--- src/rtl/cca_pkg.sv ---
// Shared types, constants and helpers for the calendar clock with alarms.
package cca_pkg;

  localparam int ALARM_SLOTS_DEF = 8;
  localparam int EVENT_SLOTS_DEF = 16;

  localparam int SEC_PER_MIN     = 60;
  localparam int MIN_PER_HOUR    = 60;
  localparam int HOUR_PER_DAY    = 24;
  localparam int MONTHS_PER_YEAR = 12;
  localparam int YEAR_LAST       = 9999;

  // y % 25 == 0  <=>  (y * inv(25) mod 2^14) <= floor((2^14 - 1) / 25)
  localparam logic [13:0] DIV25_INV = 14'd7209;
  localparam logic [13:0] DIV25_MAX = 14'd655;

  typedef enum logic [2:0] {
    OP_TICK     = 3'd0,
    OP_SET_TIME = 3'd1,
    OP_WR_ALARM = 3'd2,
    OP_WR_EVENT = 3'd3,
    OP_SET_ACNT = 3'd4,
    OP_SET_ECNT = 3'd5
  } op_e;

  localparam logic [1:0] KIND_NONE     = 2'd0;
  localparam logic [1:0] KIND_ALARM    = 2'd1;
  localparam logic [1:0] KIND_REMINDER = 2'd2;

  typedef struct packed {
    logic [2:0]  op;
    logic [4:0]  slot;
    logic        enable;
    logic [13:0] year;
    logic [3:0]  month;
    logic [4:0]  day;
    logic [4:0]  hour;
    logic [5:0]  minute;
    logic [5:0]  second;
  } in_t;

  typedef struct packed {
    logic [1:0]  popup_kind;
    logic [3:0]  popup_slot;
    logic [13:0] now_year;
    logic [3:0]  now_month;
    logic [4:0]  now_day;
    logic [4:0]  now_hour;
    logic [5:0]  now_minute;
    logic [5:0]  now_second;
  } out_t;

  typedef struct packed {
    logic        enable;
    logic [4:0]  hour;
    logic [5:0]  minute;
  } alarm_t;

  typedef struct packed {
    logic [13:0] year;
    logic [3:0]  month;
    logic [4:0]  day;
    logic [4:0]  hour;
    logic [5:0]  minute;
  } evt_t;

  typedef struct packed {
    logic capture;
    logic load_leap;
    logic clr_popup;
    logic apply;
    logic advance;
    logic a_start;
    logic e_start;
    logic a_step;
    logic e_step;
    logic out_load;
  } cmd_t;

  typedef struct packed {
    op_e  op;
    logic minute_roll;
    logic scan_done;
  } sts_t;

  // Out-of-range months count as 31 days.
  function automatic logic [4:0] days_in_month(input logic [3:0] m, input logic leap);
    logic [4:0] d;
    case (m) inside
      4'd4, 4'd6, 4'd9, 4'd11: d = 5'd30;
      4'd2:                    d = leap ? 5'd29 : 5'd28;
      default:                 d = 5'd31;
    endcase
    return d;
  endfunction

endpackage

--- src/rtl/cca_dp.sv ---
// Datapath: clock registers, alarm and event stores, table scan and result register.
module cca_dp #(
  parameter int ALARM_SLOTS = cca_pkg::ALARM_SLOTS_DEF,
  parameter int EVENT_SLOTS = cca_pkg::EVENT_SLOTS_DEF
) (
  input  logic          clk_i,
  input  logic          rst_ni,
  input  cca_pkg::in_t  in_i,
  input  cca_pkg::cmd_t cmd_i,
  output cca_pkg::sts_t sts_o,
  output cca_pkg::out_t out_o
);
  import cca_pkg::*;

  localparam int AIW = (ALARM_SLOTS > 1) ? $clog2(ALARM_SLOTS) : 1;
  localparam int EIW = (EVENT_SLOTS > 1) ? $clog2(EVENT_SLOTS) : 1;
  localparam int ACW = $clog2(ALARM_SLOTS + 1);
  localparam int ECW = $clog2(EVENT_SLOTS + 1);
  localparam int SCW = (ACW > ECW) ? ACW : ECW;

  in_t         in_q;
  logic        leap_q;
  logic [5:0]  sec_q, min_q;
  logic [4:0]  hour_q, day_q;
  logic [3:0]  mon_q;
  logic [13:0] year_q;
  logic [ACW-1:0] a_cnt_q;
  logic [ECW-1:0] e_cnt_q;

  alarm_t a_mem [ALARM_SLOTS];
  evt_t   e_mem [EVENT_SLOTS];
  alarm_t a_rd_q;
  evt_t   e_rd_q;

  logic [SCW-1:0] scan_q, scan_m1, cmp_idx_q;
  logic           cmp_vld_q;
  logic [SCW+3:0] cmp_ext;
  logic [1:0]     kind_q;
  logic [3:0]     pslot_q;
  out_t           out_q;

  logic [13:0] div_prod;
  logic        leap_d;

  logic [6:0]  sec_inc, min_inc;
  logic [5:0]  hour_inc, day_inc;
  logic [4:0]  mon_inc;
  logic [5:0]  adv_sec, adv_min;
  logic [4:0]  adv_hour, adv_day;
  logic [3:0]  adv_mon;
  logic [13:0] adv_year;

  logic [AIW+4:0] a_slot_ext;
  logic [EIW+4:0] e_slot_ext;
  logic           a_wr, e_wr, set_time;

  logic issue, a_match, e_match, hit;

  // Leap year from a divisibility test by 25 plus low-bit masks.
  assign div_prod = year_q * DIV25_INV;
  assign leap_d   = (year_q[1:0] == 2'b00) && ((div_prod > DIV25_MAX) || (year_q[3:0] == 4'h0));

  assign sec_inc  = {1'b0, sec_q} + 7'd1;
  assign min_inc  = {1'b0, min_q} + 7'd1;
  assign hour_inc = {1'b0, hour_q} + 6'd1;
  assign day_inc  = {1'b0, day_q} + 6'd1;
  assign mon_inc  = {1'b0, mon_q} + 5'd1;

  always_comb begin
    adv_sec  = sec_inc[5:0];
    adv_min  = min_q;
    adv_hour = hour_q;
    adv_day  = day_q;
    adv_mon  = mon_q;
    adv_year = year_q;
    if (sec_inc >= 7'(SEC_PER_MIN)) begin
      adv_sec = '0;
      adv_min = min_inc[5:0];
      if (min_inc >= 7'(MIN_PER_HOUR)) begin
        adv_min  = '0;
        adv_hour = hour_inc[4:0];
        if (hour_inc >= 6'(HOUR_PER_DAY)) begin
          adv_hour = '0;
          adv_day  = day_inc[4:0];
          if (day_inc > {1'b0, days_in_month(mon_q, leap_q)}) begin
            adv_day = 5'd1;
            adv_mon = mon_inc[3:0];
            if (mon_inc > 5'(MONTHS_PER_YEAR)) begin
              adv_mon  = 4'd1;
              adv_year = (year_q >= 14'(YEAR_LAST)) ? '0 : year_q + 14'd1;
            end
          end
        end
      end
    end
  end

  assign a_slot_ext = {{AIW{1'b0}}, in_q.slot};
  assign e_slot_ext = {{EIW{1'b0}}, in_q.slot};
  assign set_time   = cmd_i.apply && (op_e'(in_q.op) == OP_SET_TIME);
  assign a_wr = cmd_i.apply && (op_e'(in_q.op) == OP_WR_ALARM) &&
                (32'(in_q.slot) < ALARM_SLOTS);
  assign e_wr = cmd_i.apply && (op_e'(in_q.op) == OP_WR_EVENT) &&
                (32'(in_q.slot) < EVENT_SLOTS);

  // Scan: one read issued per step, compared the cycle after.
  assign scan_m1 = scan_q - SCW'(1);
  assign issue   = cmd_i.a_step ? (scan_q < SCW'(a_cnt_q)) : (scan_q != '0);
  assign a_match = a_rd_q.enable && (a_rd_q.hour == hour_q) && (a_rd_q.minute == min_q);
  assign e_match = (e_rd_q.year == year_q) && (e_rd_q.month == mon_q) &&
                   (e_rd_q.day == day_q) && (e_rd_q.hour == hour_q) &&
                   (e_rd_q.minute == min_q);
  assign hit     = cmp_vld_q && ((cmd_i.a_step && a_match) || (cmd_i.e_step && e_match));
  assign cmp_ext = {4'b0000, cmp_idx_q};

  assign sts_o.op          = op_e'(in_q.op);
  assign sts_o.minute_roll = sec_inc >= 7'(SEC_PER_MIN);
  assign sts_o.scan_done   = hit || !issue;

  always_ff @(posedge clk_i or negedge rst_ni) begin
    if (!rst_ni) begin
      sec_q     <= '0;
      min_q     <= '0;
      hour_q    <= '0;
      day_q     <= 5'd1;
      mon_q     <= 4'd1;
      year_q    <= 14'd2024;
      a_cnt_q   <= '0;
      e_cnt_q   <= '0;
      scan_q    <= '0;
      cmp_vld_q <= 1'b0;
    end else begin
      if (set_time) begin
        sec_q  <= in_q.second;
        min_q  <= in_q.minute;
        hour_q <= in_q.hour;
        day_q  <= in_q.day;
        mon_q  <= in_q.month;
        year_q <= in_q.year;
      end else if (cmd_i.advance) begin
        sec_q  <= adv_sec;
        min_q  <= adv_min;
        hour_q <= adv_hour;
        day_q  <= adv_day;
        mon_q  <= adv_mon;
        year_q <= adv_year;
      end
      if (cmd_i.apply && (op_e'(in_q.op) == OP_SET_ACNT)) begin
        a_cnt_q <= (32'(in_q.slot) > ALARM_SLOTS) ? ACW'(ALARM_SLOTS) : ACW'(in_q.slot);
      end
      if (cmd_i.apply && (op_e'(in_q.op) == OP_SET_ECNT)) begin
        e_cnt_q <= (32'(in_q.slot) > EVENT_SLOTS) ? ECW'(EVENT_SLOTS) : ECW'(in_q.slot);
      end else if (cmd_i.e_step && hit) begin
        e_cnt_q <= cmp_idx_q[ECW-1:0];
      end
      if (cmd_i.a_start) begin
        scan_q    <= '0;
        cmp_vld_q <= 1'b0;
      end else if (cmd_i.e_start) begin
        scan_q    <= SCW'(e_cnt_q);
        cmp_vld_q <= 1'b0;
      end else if (cmd_i.a_step || cmd_i.e_step) begin
        cmp_vld_q <= issue;
        if (issue) begin
          scan_q <= cmd_i.a_step ? scan_q + SCW'(1) : scan_m1;
        end
      end
    end
  end

  always_ff @(posedge clk_i) begin
    if (cmd_i.capture) begin
      in_q <= in_i;
    end
    if (cmd_i.load_leap) begin
      leap_q <= leap_d;
    end
    if (cmd_i.a_step || cmd_i.e_step) begin
      cmp_idx_q <= cmd_i.a_step ? scan_q : scan_m1;
    end
    if (cmd_i.clr_popup) begin
      kind_q  <= KIND_NONE;
      pslot_q <= '0;
    end else if (hit) begin
      kind_q  <= cmd_i.a_step ? KIND_ALARM : KIND_REMINDER;
      pslot_q <= cmp_ext[3:0];
    end
    if (cmd_i.out_load) begin
      out_q.popup_kind <= kind_q;
      out_q.popup_slot <= pslot_q;
      out_q.now_year   <= year_q;
      out_q.now_month  <= mon_q;
      out_q.now_day    <= day_q;
      out_q.now_hour   <= hour_q;
      out_q.now_minute <= min_q;
      out_q.now_second <= sec_q;
    end
  end

  always_ff @(posedge clk_i) begin
    if (a_wr) begin
      a_mem[a_slot_ext[AIW-1:0]] <= '{enable: in_q.enable, hour: in_q.hour,
                                     minute: in_q.minute};
    end
    if (cmd_i.a_step && issue) begin
      a_rd_q <= a_mem[scan_q[AIW-1:0]];
    end
  end

  always_ff @(posedge clk_i) begin
    if (e_wr) begin
      e_mem[e_slot_ext[EIW-1:0]] <= '{year: in_q.year, month: in_q.month, day: in_q.day,
                                     hour: in_q.hour, minute: in_q.minute};
    end
    if (cmd_i.e_step && issue) begin
      e_rd_q <= e_mem[scan_m1[EIW-1:0]];
    end
  end

  assign out_o = out_q;

endmodule

--- src/rtl/cca_ctrl.sv ---
// Controller: sequences decode, carry, both table scans and the result transfer.
module cca_ctrl (
  input  logic          clk_i,
  input  logic          rst_ni,
  input  logic          in_valid_i,
  input  logic          out_stall_i,
  input  cca_pkg::sts_t sts_i,
  output cca_pkg::cmd_t cmd_o,
  output logic          in_stall_o,
  output logic          out_valid_o
);
  import cca_pkg::*;

  typedef enum logic [2:0] {
    S_IDLE,
    S_DEC,
    S_ADV,
    S_ASTART,
    S_ASCAN,
    S_ESTART,
    S_ESCAN,
    S_DONE
  } state_e;

  state_e state_q, state_d;
  logic   out_valid_q;
  logic   out_free;

  assign out_free = !out_valid_q || !out_stall_i;

  always_comb begin
    cmd_o   = '0;
    state_d = state_q;
    unique case (state_q)
      S_IDLE: begin
        if (in_valid_i) begin
          cmd_o.capture = 1'b1;
          state_d       = S_DEC;
        end
      end
      S_DEC: begin
        cmd_o.load_leap = 1'b1;
        cmd_o.clr_popup = 1'b1;
        unique case (sts_i.op)
          OP_TICK: state_d = S_ADV;
          default: begin
            cmd_o.apply = 1'b1;
            state_d     = S_DONE;
          end
        endcase
      end
      S_ADV: begin
        cmd_o.advance = 1'b1;
        state_d       = sts_i.minute_roll ? S_ASTART : S_DONE;
      end
      S_ASTART: begin
        cmd_o.a_start = 1'b1;
        state_d       = S_ASCAN;
      end
      S_ASCAN: begin
        cmd_o.a_step = 1'b1;
        if (sts_i.scan_done) state_d = S_ESTART;
      end
      S_ESTART: begin
        cmd_o.e_start = 1'b1;
        state_d       = S_ESCAN;
      end
      S_ESCAN: begin
        cmd_o.e_step = 1'b1;
        if (sts_i.scan_done) state_d = S_DONE;
      end
      S_DONE: begin
        if (out_free) begin
          cmd_o.out_load = 1'b1;
          state_d        = S_IDLE;
        end
      end
      default: state_d = S_IDLE;
    endcase
  end

  always_ff @(posedge clk_i or negedge rst_ni) begin
    if (!rst_ni) begin
      state_q     <= S_IDLE;
      out_valid_q <= 1'b0;
    end else begin
      state_q <= state_d;
      if (cmd_o.out_load) begin
        out_valid_q <= 1'b1;
      end else if (!out_stall_i) begin
        out_valid_q <= 1'b0;
      end
    end
  end

  assign in_stall_o  = (state_q != S_IDLE);
  assign out_valid_o = out_valid_q;

endmodule

--- src/rtl/calendar_clock_with_alarms.sv ---
// Top level of the calendar clock with alarm and one-shot reminder tables.
//
// Input channel in_valid_i/in_stall_o carries one command (tick, set time,
// table write or count update); output channel out_valid_o/out_stall_i
// returns exactly one result per command: the popup and the clock after it.
// A command is taken only while the block is idle and then runs alone; the
// next can be taken the cycle after its result is loaded.
// Every command passes decode; a non-tick command then loads its result, and
// a tick first advances the clock. A tick that rolls the minute then starts
// and runs the alarm scan and then the event scan over the alarm and event
// counts before the result is loaded (a match ends a scan early). The scans
// read one table entry per cycle through each store's single read port.
// The result sits in an output register, so the next command is taken while
// an earlier result waits; a stalled receiver only holds the block once a
// second result is ready. Reset sets the clock to 2024-01-01 00:00:00 and
// both counts to zero; table contents are undefined until written.
module calendar_clock_with_alarms #(
  parameter int ALARM_SLOTS = cca_pkg::ALARM_SLOTS_DEF,
  parameter int EVENT_SLOTS = cca_pkg::EVENT_SLOTS_DEF
) (
  input  logic          clk_i,
  input  logic          rst_ni,
  input  logic          in_valid_i,
  output logic          in_stall_o,
  input  cca_pkg::in_t  in_i,
  output logic          out_valid_o,
  input  logic          out_stall_i,
  output cca_pkg::out_t out_o
);
  import cca_pkg::*;

  cmd_t cmd;
  sts_t sts;

  cca_ctrl u_ctrl (
    .clk_i       (clk_i),
    .rst_ni      (rst_ni),
    .in_valid_i  (in_valid_i),
    .out_stall_i (out_stall_i),
    .sts_i       (sts),
    .cmd_o       (cmd),
    .in_stall_o  (in_stall_o),
    .out_valid_o (out_valid_o)
  );

  cca_dp #(
    .ALARM_SLOTS (ALARM_SLOTS),
    .EVENT_SLOTS (EVENT_SLOTS)
  ) u_dp (
    .clk_i  (clk_i),
    .rst_ni (rst_ni),
    .in_i   (in_i),
    .cmd_i  (cmd),
    .sts_o  (sts),
    .out_o  (out_o)
  );

  a_in_transfer_busy: assert property (@(posedge clk_i) disable iff (!rst_ni)
    (in_valid_i && !in_stall_o) |=> in_stall_o)
    else $error("input taken while a command is still in flight");

  a_load_needs_room: assert property (@(posedge clk_i) disable iff (!rst_ni)
    cmd.out_load |-> (!out_valid_o || !out_stall_i))
    else $error("result register overwritten while stalled");

  a_one_scan: assert property (@(posedge clk_i) disable iff (!rst_ni)
    !(cmd.a_step && cmd.e_step))
    else $error("both table scans active together");

  a_no_popup_slot: assert property (@(posedge clk_i) disable iff (!rst_ni)
    (out_valid_o && (out_o.popup_kind == KIND_NONE)) |-> (out_o.popup_slot == 4'd0))
    else $error("slot reported without a popup");

endmodule
--- config.mk ---
export PLATFORM = sky130hd
export DESIGN_NAME = calendar_clock_with_alarms
export DESIGN_NICKNAME = d
export VERILOG_FILES = /design/src/rtl/cca_pkg.sv /design/src/rtl/cca_dp.sv /design/src/rtl/cca_ctrl.sv /design/src/rtl/calendar_clock_with_alarms.sv
export SDC_FILE = /design/constraint.sdc
export NUM_CORES = 1
export LEC_CHECK = 0
export ABC_CLOCK_PERIOD_IN_PS = 4900
export BUFFER_PORTS_ARGS = -buffer_cell sky130_fd_sc_hd__buf_2
export CAP_MARGIN = 15
export CORE_MARGIN = 1.5
export CORE_UTILIZATION = 50
export CTS_BUF_LIST = sky130_fd_sc_hd__clkbuf_4 sky130_fd_sc_hd__clkbuf_8
export CTS_CLUSTER_SIZE = 28
export DETAILED_ROUTE_END_ITERATION = 8
export PLACE_DENSITY = 0.65
export SETUP_SLACK_MARGIN = 0.3
export SLEW_MARGIN = 20
export SYNTH_ARGS = -nofsm -noshare
export SYNTH_HDL_FRONTEND = slang
export SYNTH_SLANG_ARGS = --single-unit
--- constraint.sdc ---
create_clock -name clk_i -period 4.9 [get_ports clk_i]
set_input_delay 0.735 -clock clk_i [delete_from_list [all_inputs] [get_ports clk_i]]
set_output_delay 0.735 -clock clk_i [all_outputs]
set_load 0.02 [all_outputs]
**Word-level counts from Yosys, hierarchy flattened**

Memory sizes are Yosys's and may differ from the RTL's. A register that Yosys moved wholly into a read port is not among the register bits.
Index checks and enable logic that the tools add are counted.
Widths: inputs -> output; s select.

- Add/subtract/negate cells: 8
- $mul: 1
- Div/mod/pow operators: 0
- Order comparisons: 12
- Equality and inequality tests: 29
- Shifts and indexed selects: 0
- Mux-type cells: 78
- Bitwise operators: 0
- Reductions and logical operators: 51

Operator list:

| operator | count |
|---|---|
| $mux 5 | 25 |
| $mux 14 | 8 |
| $mux 6 | 7 |
| $mux 4 | 8 |
| $pmux 3 s8 | 1 |
| $mux 1 | 21 |
| $mux 3 | 7 |
| $logic_and 1x1->1 | 20 |
| $eq 3x3->1 const B | 6 |
| $eq 5x5->1 | 3 |
| $add 14x1->14 const B | 1 |
| $add 6x1->7 const B | 2 |
| $eq 14x14->1 | 1 |
| $ge 14x14->1 const B | 1 |
| $ge 7x6->1 const B | 2 |
| $gt 14x10->1 const B | 1 |
| $mul 14x13->14 const B | 1 |
| $reduce_bool 2->1 | 7 |
| $add 5x1->6 const B | 2 |
| $eq 3x2->1 const B | 4 |
| $eq 6x6->1 | 2 |
| $gt 5x4->1 const B | 2 |
| $reduce_bool 3->1 | 3 |
| $eq 4x3->1 const B | 2 |
| other kinds (28) | 42 |

- Flip-flop bits (word level): 166
- Latch bits: 0
- Memory bits (writable): 640
- Memory bits (read-only): 0
- Input port bits: 53
- Logic and storage cells: 214
- Memories kept: 2

Memory list:

| memory | depth | width | rd ports | clocked after memory_dff | wr ports | line | source |
|---|---|---|---|---|---|---|---|
| u_dp.e_mem | 16 | 34 | 1 | 1 | 1 | cca_dp.sv:31 | `evt_t e_mem [EVENT_SLOTS];` |
| u_dp.a_mem | 8 | 12 | 1 | 1 | 1 | cca_dp.sv:30 | `alarm_t a_mem [ALARM_SLOTS];` |

**Logic depth before layout (Yosys ltp)**

Gate-level depths: netlist of run 1.

- Depth in word-level cells: 13
- Mapped depth: 15
- Mapped depth without buffers: 15

**Modules after synthesis**

Synthesis of run 1 repeated with hierarchy kept, for this count alone.

- Cells, all modules: 1,928
- Area, all modules: 34,968.5 um2

Modules (own cells, without submodules):

| module | instances | cells an instance | area each (um2) | seq. area each (um2) |
|---|---|---|---|---|
| cca_dp | 1 | 1,893 | 34,644.5 | 25,140.4 |
| cca_ctrl | 1 | 35 | 324.1 | 100.1 |

**Worst setup path before layout of run 1**

No wires, ideal clock.

- Kind: flip-flop to flip-flop
- Start point: register u_dp.year_q[0]
- End point: register u_dp.leap_q, data pin
- Setup time: 277 ps
- Arrival time: 3,768 ps
- Required time: 4,623 ps
- Slack: 855 ps
- Stages on the path, launching flop included: 13
- Path buffers: 0
- Cells stage by stage: dfrtp_1 > fa_1 > ha_1 > ha_1 > inv_1 > fa_1 > fa_1 > inv_1 > ha_1 > nor3b_1 > o41a_1 > a2111oi_0 > a21boi_0

- Word-level cells in the longest chain between the ends: 4
- Elaborated cells on any way between the ends: 6

Ends and longest elaborated chain:

| element | line | source |
|---|---|---|
| from (decl) | cca_dp.sv:26 | `logic [13:0] year_q;` |
| from (signal assigned) | cca_dp.sv:139 | `year_q <= in_q.year;` |
| from (signal assigned) | cca_dp.sv:146 | `year_q <= adv_year;` |
| $mul 14x13->14 | cca_dp.sv:60 | `assign div_prod = year_q * DIV25_INV;` |
| $gt 14x10->1 | cca_dp.sv:61 | `assign leap_d = (year_q[1:0] == 2'b00) && ((div_prod > DIV25_MAX) \|\| (year_q[3:0] == 4'h0));` |
| $logic_or 1x1->1 | cca_dp.sv:61 |  |
| $logic_and 1x1->1 (*) | cca_dp.sv:61 |  |
| net u_dp.leap_d | cca_dp.sv:43 | `logic leap_d;` |
| to (signal assigned) | cca_dp.sv:176 | `leap_q <= leap_d;` |
| to (decl) | cca_dp.sv:22 | `logic leap_q;` |

The timed path passes the listed nets; every way through them passes the cells marked *.
A chain may end at the register's enable or synchronous reset.

**Worst setup path after layout of run 1**

- Start point: register u_dp.year_q[1]
- End point: register u_dp.leap_q, data pin

Same word-level chain as after synthesis.

==> impl_results.md, run 1 <==
- Routed len/inst: 24.71 um
- Pwr Density: 541.7 nW/um2
- Core area: 68830 um2
- RSZ-0062 raised after global routing: false
- Post-Syn Area per Cell: 17.92 um2
- Vias in the first global route: 18692
- Starting Density: 50.63%
- DRT antenna net count: 0
- Util after Layout: 57.49%
- Num Clock Sinks: 852
- Post-synthesis cell type count: 79
- Top_reg_cell synth: edfxtp_1
- Most frequent cells in the layout: 787 x edfxtp_1, 160 x mux4_2, 149 x clkbuf_8
- Worst EP required: 5390 ps
- Count of port buffers added during placement: 100
- I/O pin total: 101
- CTS root buffer: clkbuf_8
- CTS tree: yes
- Leak: 13.51 nW
- P&R area growth vs syn: 13.55%
- Antenna violations before repair: 1
- Actual slew at the worst max-slew pin: 995.5 ps
- Max Slew Vio Count: 0
- Crit-path max cell delay: 550 ps
- DIE AREA: 71280 um2
- Hold_buf cts: 0
- TritonRoute pass-1 iters: 6
- Die width: 267.0 um
- Maximum clock path buffer count: 3
- First-pass GRT wire length: 116.5 mm
- Worst Hold Slack: 130.5 ps
- Final setup fails: 0
- Synth Register Bits: 852
- Final TNS setup: 0 ps
- Part of the cycle the worst path needs: 87.79%
- Post-DP HPWL: 46.61 mm
- Final Skew: 23.77 ps
- Status: completed
- # rows: 96
- Synth area leader: edfxtp_1
- Async S/R FF share, synth: 6.925%
- EDFF count, synth: 787
- WP data arrival: 4790 ps
- # fillers: 5138
- Main area contributors after synthesis: edfxtp_1 68%, mux4_2 10%, dfrtp_1 3.6%
- Total routed wirelength: 78.49 mm
- Pin count of the biggest net entering global routing: 83
- Grt ovf: 0
- CP endpoint kind: flop
- Drt drc: 0
- Via count: 18397
- Final Critical Period: 4301 ps
- CP Cell Sequence: fa_1 > ha_1 > ha_1 > inv_1 > fa_1 > fa_1 > inv_1 > ha_1 > nor3b_1 > o41a_1 > a2111oi_0 > a21boi_0
- Final #Nets: 2273
- Critical Setup Path Class: flop to flop
- CP bufs+invs: 2
- Routability congestion estimate from global placement: 0.8308
- Number of CTS-inserted buffers: 140
- Top delay family on crit path: adder cells
- Clock transition at path regs: 60 ps
- Post-CTS setup buffer count: 0
- Share of the synthesized area in the top cell type: 67.82%
- DRT iter0 DRCs: 1842
- Hold Fails Final Rpt: 0
- Vias/cell: 5.791
- GRT Overall Usage: 22.62%
- Hold WC Path Type: primary input to flop
- Synthesized net count: 2069
- Ys Warns: 0
- Max rail drop VDD: 0.0004034 V
- Fmax: 0.2325 GHz
- Crit path launch type: flop
- Clk_lat worst skew: 770 ps
- Post-Synthesis Cells: 1945
- Share of layout cells above drive strength 1: 26.37%
- CTS H-Tree Depth: 4
- Critical path peak fanout: 8
- Most common library cell in the layout ignoring fill and taps: edfxtp_1
- Post-cts sizing count: 0
- Die Ht: 267.0 um
- Slew margin rel.: 33.49%
- Max-cap violation count: 0
- Seq/Total Area, Yosys: 72.43%
- Post-Syn Area: 34850 um2
- Slowest CP cell: dfrtp_1
[power breakdown]
group          switching, W  internal [W]
Clock               0.00270       0.00333
Sequential         0.000479       0.00866
Combinational       0.00350       0.00277
Total               0.00668        0.0148
[state kept, by name (all words and copies together) (netlist names), 6 cells and up]
register,count
u_dp.min_q,6
u_dp.e_mem,544
u_dp.e_rd_q,34
u_dp.a_rd_q,12
u_dp.out_o,46
u_dp.in_q,41
u_dp.sec_q,6
u_dp.year_q,14
u_dp.a_mem,96
[per-stage QoR]
step	area, um2	total power [W]	worst slack, ps	instances
5_1_grt	39570	0.02244	407.1	3177
3_3_place_gp	36870	0.01557	669.4	2938
4_1_cts	39570	0.02165	619.7	3176
2_1_floorplan	34850	0.01352	855.5	1945
3_5_place_dp	36870	0.01560	644.8	2938
6_report	39570	0.02144	598.5	3177
[logic make-up after synthesis]
kind of cell,share of synthesized area [%]
AOI/OAI and AO/OA,4.636
buffers and inverters,1.975
and+or+nand+nor,4.736
DFF,72.43
adders and majority gates,2.786
muxes,11.72
xor gates and xnor gates,1.709
[cell type report]
type                            count  area, um2  area share [%]
Antenna cell                        1      2.502        0.006324
Clock buffer                      200       2434           6.150
Clock inverter                     38      266.5          0.6735
Inverter                           70      262.8          0.6640
Multi-Input combinational cell    926       9101           23.00
Sequential cell                   852      25240           63.80
Tap cell                          931       1165           2.944
Timing Repair Buffer              159       1094           2.764
[synthesized netlist by cell type, drive strengths merged, types with 13 or more instances]
master    n
ha       60
a21oi    80
nand2    93
clkbuf   59
xnor2    19
o21ai    85
xor2     49
a211oi   36
mux2i    47
nand3    17
nor4     13
mux4    160
nor2     66
nor3     16
dfrtp    50
inv      70
nor2b    42
buf      38
edfxtp  787
[layer usage]
| metal | routed length, um | vias up | global-route usage, % | part of all wire, % |
|---|---|---|---|---|
| met1 | 33760 | 9427 | 32.47 | 43 |
| met3 | 6362 | 124 | 5.203 | 8.1 |
| met5 | 0 | - | 0 | 0 |
| met2 | 36420 | 761 | 34.34 | 46 |
| li1 | - | 8085 | - | - |
| met4 | 1944 | 0 | 7.678 | 2.5 |
[final timing paths]
check	endpoint	startpoint	slack [ps]	depth (start not counted)
min in group asynchronous	u_dp.year_q[1]	rst_ni	150	2
setup / recovery	u_dp.leap_q	u_dp.year_q[1]	600	12
hold / removal	u_dp.in_q[24]	in_i[24]	130	1
hold reg to reg	u_dp.out_o[44]	u_dp.kind_q[0]	440	0
setup reg to reg	u_dp.leap_q	u_dp.year_q[1]	600	12
max in group asynchronous	u_dp.scan_q[0]	rst_ni	4070	2
No activity file was read; power rests on OpenSTA's default activity.
==> run 2: changes to the inputs <==
- ABC_CLOCK_PERIOD_IN_PS: 4900 -> 3820
- PLACE_DENSITY: 0.65 -> 0.68
- clock period: 4.9 -> 3.82 ns (I/O delays scaled with it)
==> impl_results.md, run 2 (synthesis gave the netlist of run 1 again) <==
- Drt drc: 0 (unchanged)
- CP endpoint kind: flop (unchanged)
- Crit path launch type: flop (unchanged)
- Count of port buffers added during placement: 100 (unchanged)
- Max rail drop VDD: 0.0006036 V (was 0.0004034 V)
- Die Ht: 267.0 um (unchanged)
- Pin count of the biggest net entering global routing: 78 (was 83)
- Final setup fails: 0 (unchanged)
- RSZ-0062 raised after global routing: true (was false)
- Actual slew at the worst max-slew pin: 1014 ps (was 995.5 ps)
- Max Slew Vio Count: 0 (unchanged)
- Status: completed (unchanged)
- Maximum clock path buffer count: 3 (unchanged)
- I/O pin total: 101 (unchanged)
- Vias/cell: 5.688 (was 5.791)
- Most frequent cells in the layout: 787 x edfxtp_1, 160 x mux4_2, 141 x clkbuf_8 (was 787 x edfxtp_1, 160 x mux4_2, 149 x clkbuf_8)
- Worst r2r src: u_dp.year_q[0] (was u_dp.year_q[1])
- Core area: 68830 um2 (unchanged)
- Critical path peak fanout: 2 (was 8)
- TritonRoute pass-1 iters: 7 (was 6)
- Util after Layout: 58.62% (was 57.49%)
- Starting Density: 50.63% (unchanged)
- First-pass GRT wire length: 117.5 mm (was 116.5 mm)
- Seq. cell area: 25250 um2 (was 25240 um2)
- CTS H-Tree Depth: 4 (unchanged)
- # rows: 96 (unchanged)
- CTS tree: yes (unchanged)
- Num Clock Sinks: 852 (unchanged)
- Number of flip-flops in the largest register: 544 (unchanged)
- Setup ws final: 34.51 ps (was 598.5 ps)
- Sw frac: 31.64% (was 31.14%)
- DIE AREA: 71280 um2 (unchanged)
- Worst EP required: 4340 ps (was 5390 ps)
- Hold Fails Final Rpt: 0 (unchanged)
- Clock transition at path regs: 70 ps (was 60 ps)
- Routability congestion estimate from global placement: 0.8493 (was 0.8308)
- Routed len/inst: 24.08 um (was 24.71 um)
- Leak: 13.85 nW (was 13.51 nW)
- Clock power share: 27.7% (was 28.1%)
- Total routed wirelength: 78.71 mm (was 78.49 mm)
- # fillers: 5063 (was 5138)
- Grt ovf: 0 (unchanged)
- Share of layout cells above drive strength 1: 26.99% (was 26.37%)
- Net Switching: 0.008702 W (was 0.006676 W)
- DRT iter0 DRCs: 1717 (was 1842)
- DRT antenna net count: 0 (unchanged)
- Logic pwr share: 30.2% (was 29.2%)
- Worst Hold Slack: 116.5 ps (was 130.5 ps)
- Die width: 267.0 um (unchanged)
- Final #Nets: 2351 (was 2273)
- Hold WC Path Type: primary input to flop (unchanged)
- Final Skew: 39.04 ps (was 23.77 ps)
- P&R area growth vs syn: 15.79% (was 13.55%)
- Slew margin rel.: 32.39% (was 33.49%)
- Number of CTS-inserted buffers: 137 (was 140)
- WP data arrival: 4300 ps (was 4790 ps)
- Via count: 18590 (was 18397)
- Pwr Density: 681.7 nW/um2 (was 541.7 nW/um2)
- Post-DP HPWL: 47.80 mm (was 46.61 mm)
- Clk_lat worst skew: 800 ps (was 770 ps)
- Antenna violations before repair: 5 (was 1)
- CTS root buffer: clkbuf_8 (unchanged)
- Final Critical Period: 3785 ps (was 4301 ps)
- GRT Overall Usage: 22.70% (was 22.62%)
- Part of the cycle the worst path needs: 99.10% (was 87.79%)
- CP Launch Point: u_dp.year_q[0] (was u_dp.year_q[1])
- Hold_sp: out_stall_i (was in_i[24])
- Pre-CTS setup slack: -125.2 ps (was 644.8 ps)
- Vias in the first global route: 18944 (was 18692)
- Flop pwr share: 42.2% (was 42.6%)
- Max-cap violation count: 0 (unchanged)
- Most common library cell in the layout ignoring fill and taps: edfxtp_1 (unchanged)
- Multi-input logic area: 9136 um2 (was 9101 um2)
- Critical Setup Path Class: flop to flop (unchanged)
- Pint: 0.01880 W (was 0.01476 W)
- Total power: 0.02751 W (was 0.02144 W)
- Fmax: 0.2642 GHz (was 0.2325 GHz)
[run 2: cell count changes in the layout (fill, tap and decap cells not counted), sizes merged]
cell | before | now
dlygate4sd3 | 0 | 50
buf | 159 | 190
clkinv | 27 | 46
clkbuf | 200 | 183
inv | 71 | 77
diode | 1 | 3
[run 2: power by group through the flow]
stage	clock network, W	registers (W)	logic, W
after global placement	0	0.0118	0.00830
final	0.00761	0.0116	0.00830
after global routing	0.00820	0.0116	0.00901
after detailed placement	0	0.0118	0.00836
after floorplan	0	0.0118	0.00558
after CTS	0.00780	0.0116	0.00844
[run 2: layout make-up]
type	count	area share, %
clock buffers	183	5.591
repair buffers	240	4.608
multi-input cells	926	22.64
clock inverters	63	1.020
well taps	931	2.887
inverters	70	0.6512
diodes	3	0.01861
flip-flops and latches	852	62.58
[run 2: final timing paths]
check | cells past startpoint | slack (ps) | end
min in group asynchronous | 2 | 340 | u_dp.cmp_vld_q
min | 3 | 120 | u_ctrl.out_valid_o
max | 12 | 30 | u_dp.leap_q
min reg2reg | 0 | 420 | u_dp.out_o[44]
max in group asynchronous | 3 | 2630 | u_dp.year_q[10]
max reg2reg | 12 | 30 | u_dp.leap_q
[run 2: per-stage QoR]
step / instances / TNS [ps] / area [um2]
global route: 3267 / -88.27 / 40340
CTS: 3265 / 0 / 40310
floorplan: 1945 / -34.84 / 34870
finish: 3268 / 0 / 40350
global placement: 2966 / -90.99 / 37110
detailed placement: 2966 / -125.2 / 37110
[run 2: per-layer routing]
metal  track usage [%]  vias to the layer above  part of all wire, %
met5                 0                        -                    0
met4             8.031                        0                  2.6
met3             5.167                      137                  6.9
met2             35.36                      633                   47
met1             31.67                     9564                   43
li1                  -                     8256                    -
[run 2: repair_timing]
item,4_1_cts,5_1_grt
setup endpoints to repair,4,15
setup buffers,3,0
endpoints found under the hold margin,67,0
pin swaps,4,2
gates resized for setup,3,10
hold buffers,50,0
[run 2: critical path, stage by stage (launching register included)]
cell and delay (ps):
dfrtp_2 420, fa_1 450, ha_1 290, ha_1 300
inv_2 50, fa_1 470, fa_1 510, inv_2 50
ha_4 210, nor3b_1 130, o41a_1 320, a2111oi_2 210
a21boi_1 110
==> run 3: changes to the inputs <==
- SETUP_SLACK_MARGIN: 0.3 -> not set
==> impl_results.md, run 3 (synthesis gave the netlist of run 1 again) <==
- Status: completed (unchanged)
- CP Cell Sequence: fa_1 > ha_4 > ha_4 > inv_1 > fa_1 > fa_1 > inv_2 > ha_4 > nor3b_1 > o41a_1 > a2111oi_2 > a21boi_1 (was fa_1 > ha_1 > ha_1 > inv_2 > fa_1 > fa_1 > inv_2 > ha_4 > nor3b_1 > o41a_1 > a2111oi_2 > a21boi_1)
- Pint: 0.01892 W (was 0.01880 W)
- TritonRoute pass-1 iters: 5 (was 7)
- Final Skew: 30.23 ps (was 39.04 ps)
- Antenna violations before repair: 2 (was 5)
- Actual slew at the worst max-slew pin: 1054 ps (was 1014 ps)
- CTS H-Tree Depth: 4 (unchanged)
- Crit-path max cell delay: 580 ps (was 510 ps)
- CTS root buffer: clkbuf_8 (unchanged)
- Final setup fails: 0 (unchanged)
- R2R Setup Slk: 60 ps (was 30 ps)
- Final #Nets: 2342 (was 2351)
- Drt drc: 0 (unchanged)
- # rows: 96 (unchanged)
- Flop pwr share: 41.8% (was 42.2%)
- Num Clock Sinks: 852 (unchanged)
- Hold WC Path Type: primary input to flop (unchanged)
- Number of CTS-inserted buffers: 139 (was 137)
- Worst r2r src: u_dp.year_q[2] (was u_dp.year_q[0])
- Critical path peak fanout: 2 (unchanged)
- Most frequent cells in the layout: 787 x edfxtp_1, 160 x mux4_2, 146 x clkbuf_8 (was 787 x edfxtp_1, 160 x mux4_2, 141 x clkbuf_8)
- Total power: 0.02775 W (was 0.02751 W)
- Max rail drop VDD: 0.0003992 V (was 0.0006036 V)
- Critical Setup Path Class: flop to flop (unchanged)
- Vias in the first global route: 19170 (was 18944)
- RSZ-0062 raised after global routing: true (unchanged)
- Crit path launch type: flop (unchanged)
- Sw frac: 31.80% (was 31.64%)
- I/O pin total: 101 (unchanged)
- Starting Density: 50.63% (unchanged)
- CP Depth: 12 (unchanged)
- Util after Layout: 58.66% (was 58.62%)
- Design area: 40370 um2 (was 40350 um2)
- Leak: 13.83 nW (was 13.85 nW)
- CP endpoint kind: flop (unchanged)
- Routed len/inst: 24.30 um (was 24.08 um)
- Number of flip-flops in the largest register: 544 (unchanged)
- Final Critical Period: 3763 ps (was 3785 ps)
- Total routed wirelength: 79.14 mm (was 78.71 mm)
- Fmax: 0.2658 GHz (was 0.2642 GHz)
- Post-DP HPWL: 46.84 mm (was 47.80 mm)
- Die Ht: 267.0 um (unchanged)
- Slew margin rel.: 29.73% (was 32.39%)
- Maximum clock path buffer count: 3 (unchanged)
- Grt ovf: 0 (unchanged)
- CTS tree: yes (unchanged)
- Setup crit end: u_dp.leap_q (unchanged)
- DRT iter0 DRCs: 1746 (was 1717)
- Logic pwr share: 29.9% (was 30.2%)
- Clock power share: 28.3% (was 27.7%)
- Vias/cell: 5.744 (was 5.688)
- CP Launch Point: u_dp.year_q[2] (was u_dp.year_q[0])
- Share of layout cells above drive strength 1: 26.55% (was 26.99%)
- Worst EP required: 4360 ps (was 4340 ps)
- Max Slew Vio Count: 0 (unchanged)
- DRT antenna net count: 0 (unchanged)
- Clock transition at path regs: 60 ps (was 70 ps)
- Worst R2R End: u_dp.leap_q (unchanged)
- Pwr Density: 687.3 nW/um2 (was 681.7 nW/um2)
- Clk_lat worst skew: 790 ps (was 800 ps)
- Routability congestion estimate from global placement: 0.8883 (was 0.8493)
- Placed inst area: 37010 um2 (was 37110 um2)
- # fillers: 5074 (was 5063)
- Top delay family on crit path: adder cells (unchanged)
- Hold Fails Final Rpt: 0 (unchanged)
- WP data arrival: 4300 ps (about the same)
- GRT Overall Usage: 22.78% (was 22.70%)
- Via count: 18709 (was 18590)
- Max-cap violation count: 0 (unchanged)
- Most common library cell in the layout ignoring fill and taps: edfxtp_1 (unchanged)
- First-pass GRT wire length: 118.1 mm (was 117.5 mm)
- Slowest CP cell: fa_1 (unchanged)
- FF-to-FF path depth: 12 (unchanged)
- CP bufs+invs: 2 (unchanged)
- Core area: 68830 um2 (unchanged)
- Count of port buffers added during placement: 100 (unchanged)
- DIE AREA: 71280 um2 (unchanged)
- Net Switching: 0.008824 W (was 0.008702 W)
- P&R area growth vs syn: 15.85% (was 15.79%)
- Pin count of the biggest net entering global routing: 83 (was 78)
- Worst Hold Slack: 170.2 ps (was 116.5 ps)
- Part of the cycle the worst path needs: 98.50% (was 99.10%)
- Die width: 267.0 um (unchanged)
==> run 3: power by group through the flow <==
stage	combinational [W]	clock, W	sequential (W)
after floorplan	0.00557	0	0.0118
after global placement	0.00822	0	0.0118
after detailed placement	0.00830	0	0.0118
after CTS	0.00835	0.00803	0.0116
after global routing	0.00889	0.00843	0.0117
final	0.00829	0.00785	0.0116
==> run 3: area by class of cell <==
type | instances | area, um2 | share of cell area, %
multi-input combinational | 926 | 9173 | 22.72
clock buffer | 185 | 2302 | 5.703
clock inverter | 62 | 447.9 | 1.110
sequential | 852 | 25250 | 62.54
tap | 931 | 1165 | 2.885
inverter | 70 | 262.8 | 0.6509
antenna | 2 | 5.005 | 0.01240
timing repair buffer | 229 | 1767 | 4.376
==> run 3: what timing repair did <==
action,in CTS,in global routing
hold endpoints to repair,76,0
setup endpoints to repair,1,2
pin swaps,4,1
setup buffers,0,3
gates resized for setup,6,9
hold buffers,51,0
==> run 3: through the flow <==
step | std cells | TNS (ps) | setup WS (ps)
6_report | 3257 | 0 | 57.31
5_1_grt | 3256 | -135.8 | -83.78
4_1_cts | 3252 | 0 | 6.402
3_5_place_dp | 2954 | -173.9 | -173.9
3_3_place_gp | 2954 | -149.5 | -149.5
2_1_floorplan | 1945 | -34.84 | -34.84
==> run 3: routing by layer <==
layer / wire, um / track usage, %
met2: 37880 / 36.18
met5: 0 / 0
met1: 33860 / 31.93
met3: 5487 / 4.364
met4: 1922 / 7.540
==> run 3: how the worst min path moves through the flow <==
stage                          from                  to  slack (ps)  cells after the start
detailed placement  u_dp.pslot_q[1]      u_dp.out_o[41]         420                      0
floorplan                    rst_ni  u_ctrl.out_valid_o         280                      0
global placement     u_dp.kind_q[0]      u_dp.out_o[44]         420                      0
global route             in_valid_i   u_ctrl.state_q[0]         150                      3
CTS                      in_valid_i   u_ctrl.state_q[0]         100                      3
finish                   in_valid_i   u_ctrl.state_q[0]         170                      3
==> run 3: tightest hold or removal path, stage by stage <==
cell,delay (ps)
buf_2,100
o32a_1,130
mux2_1,130
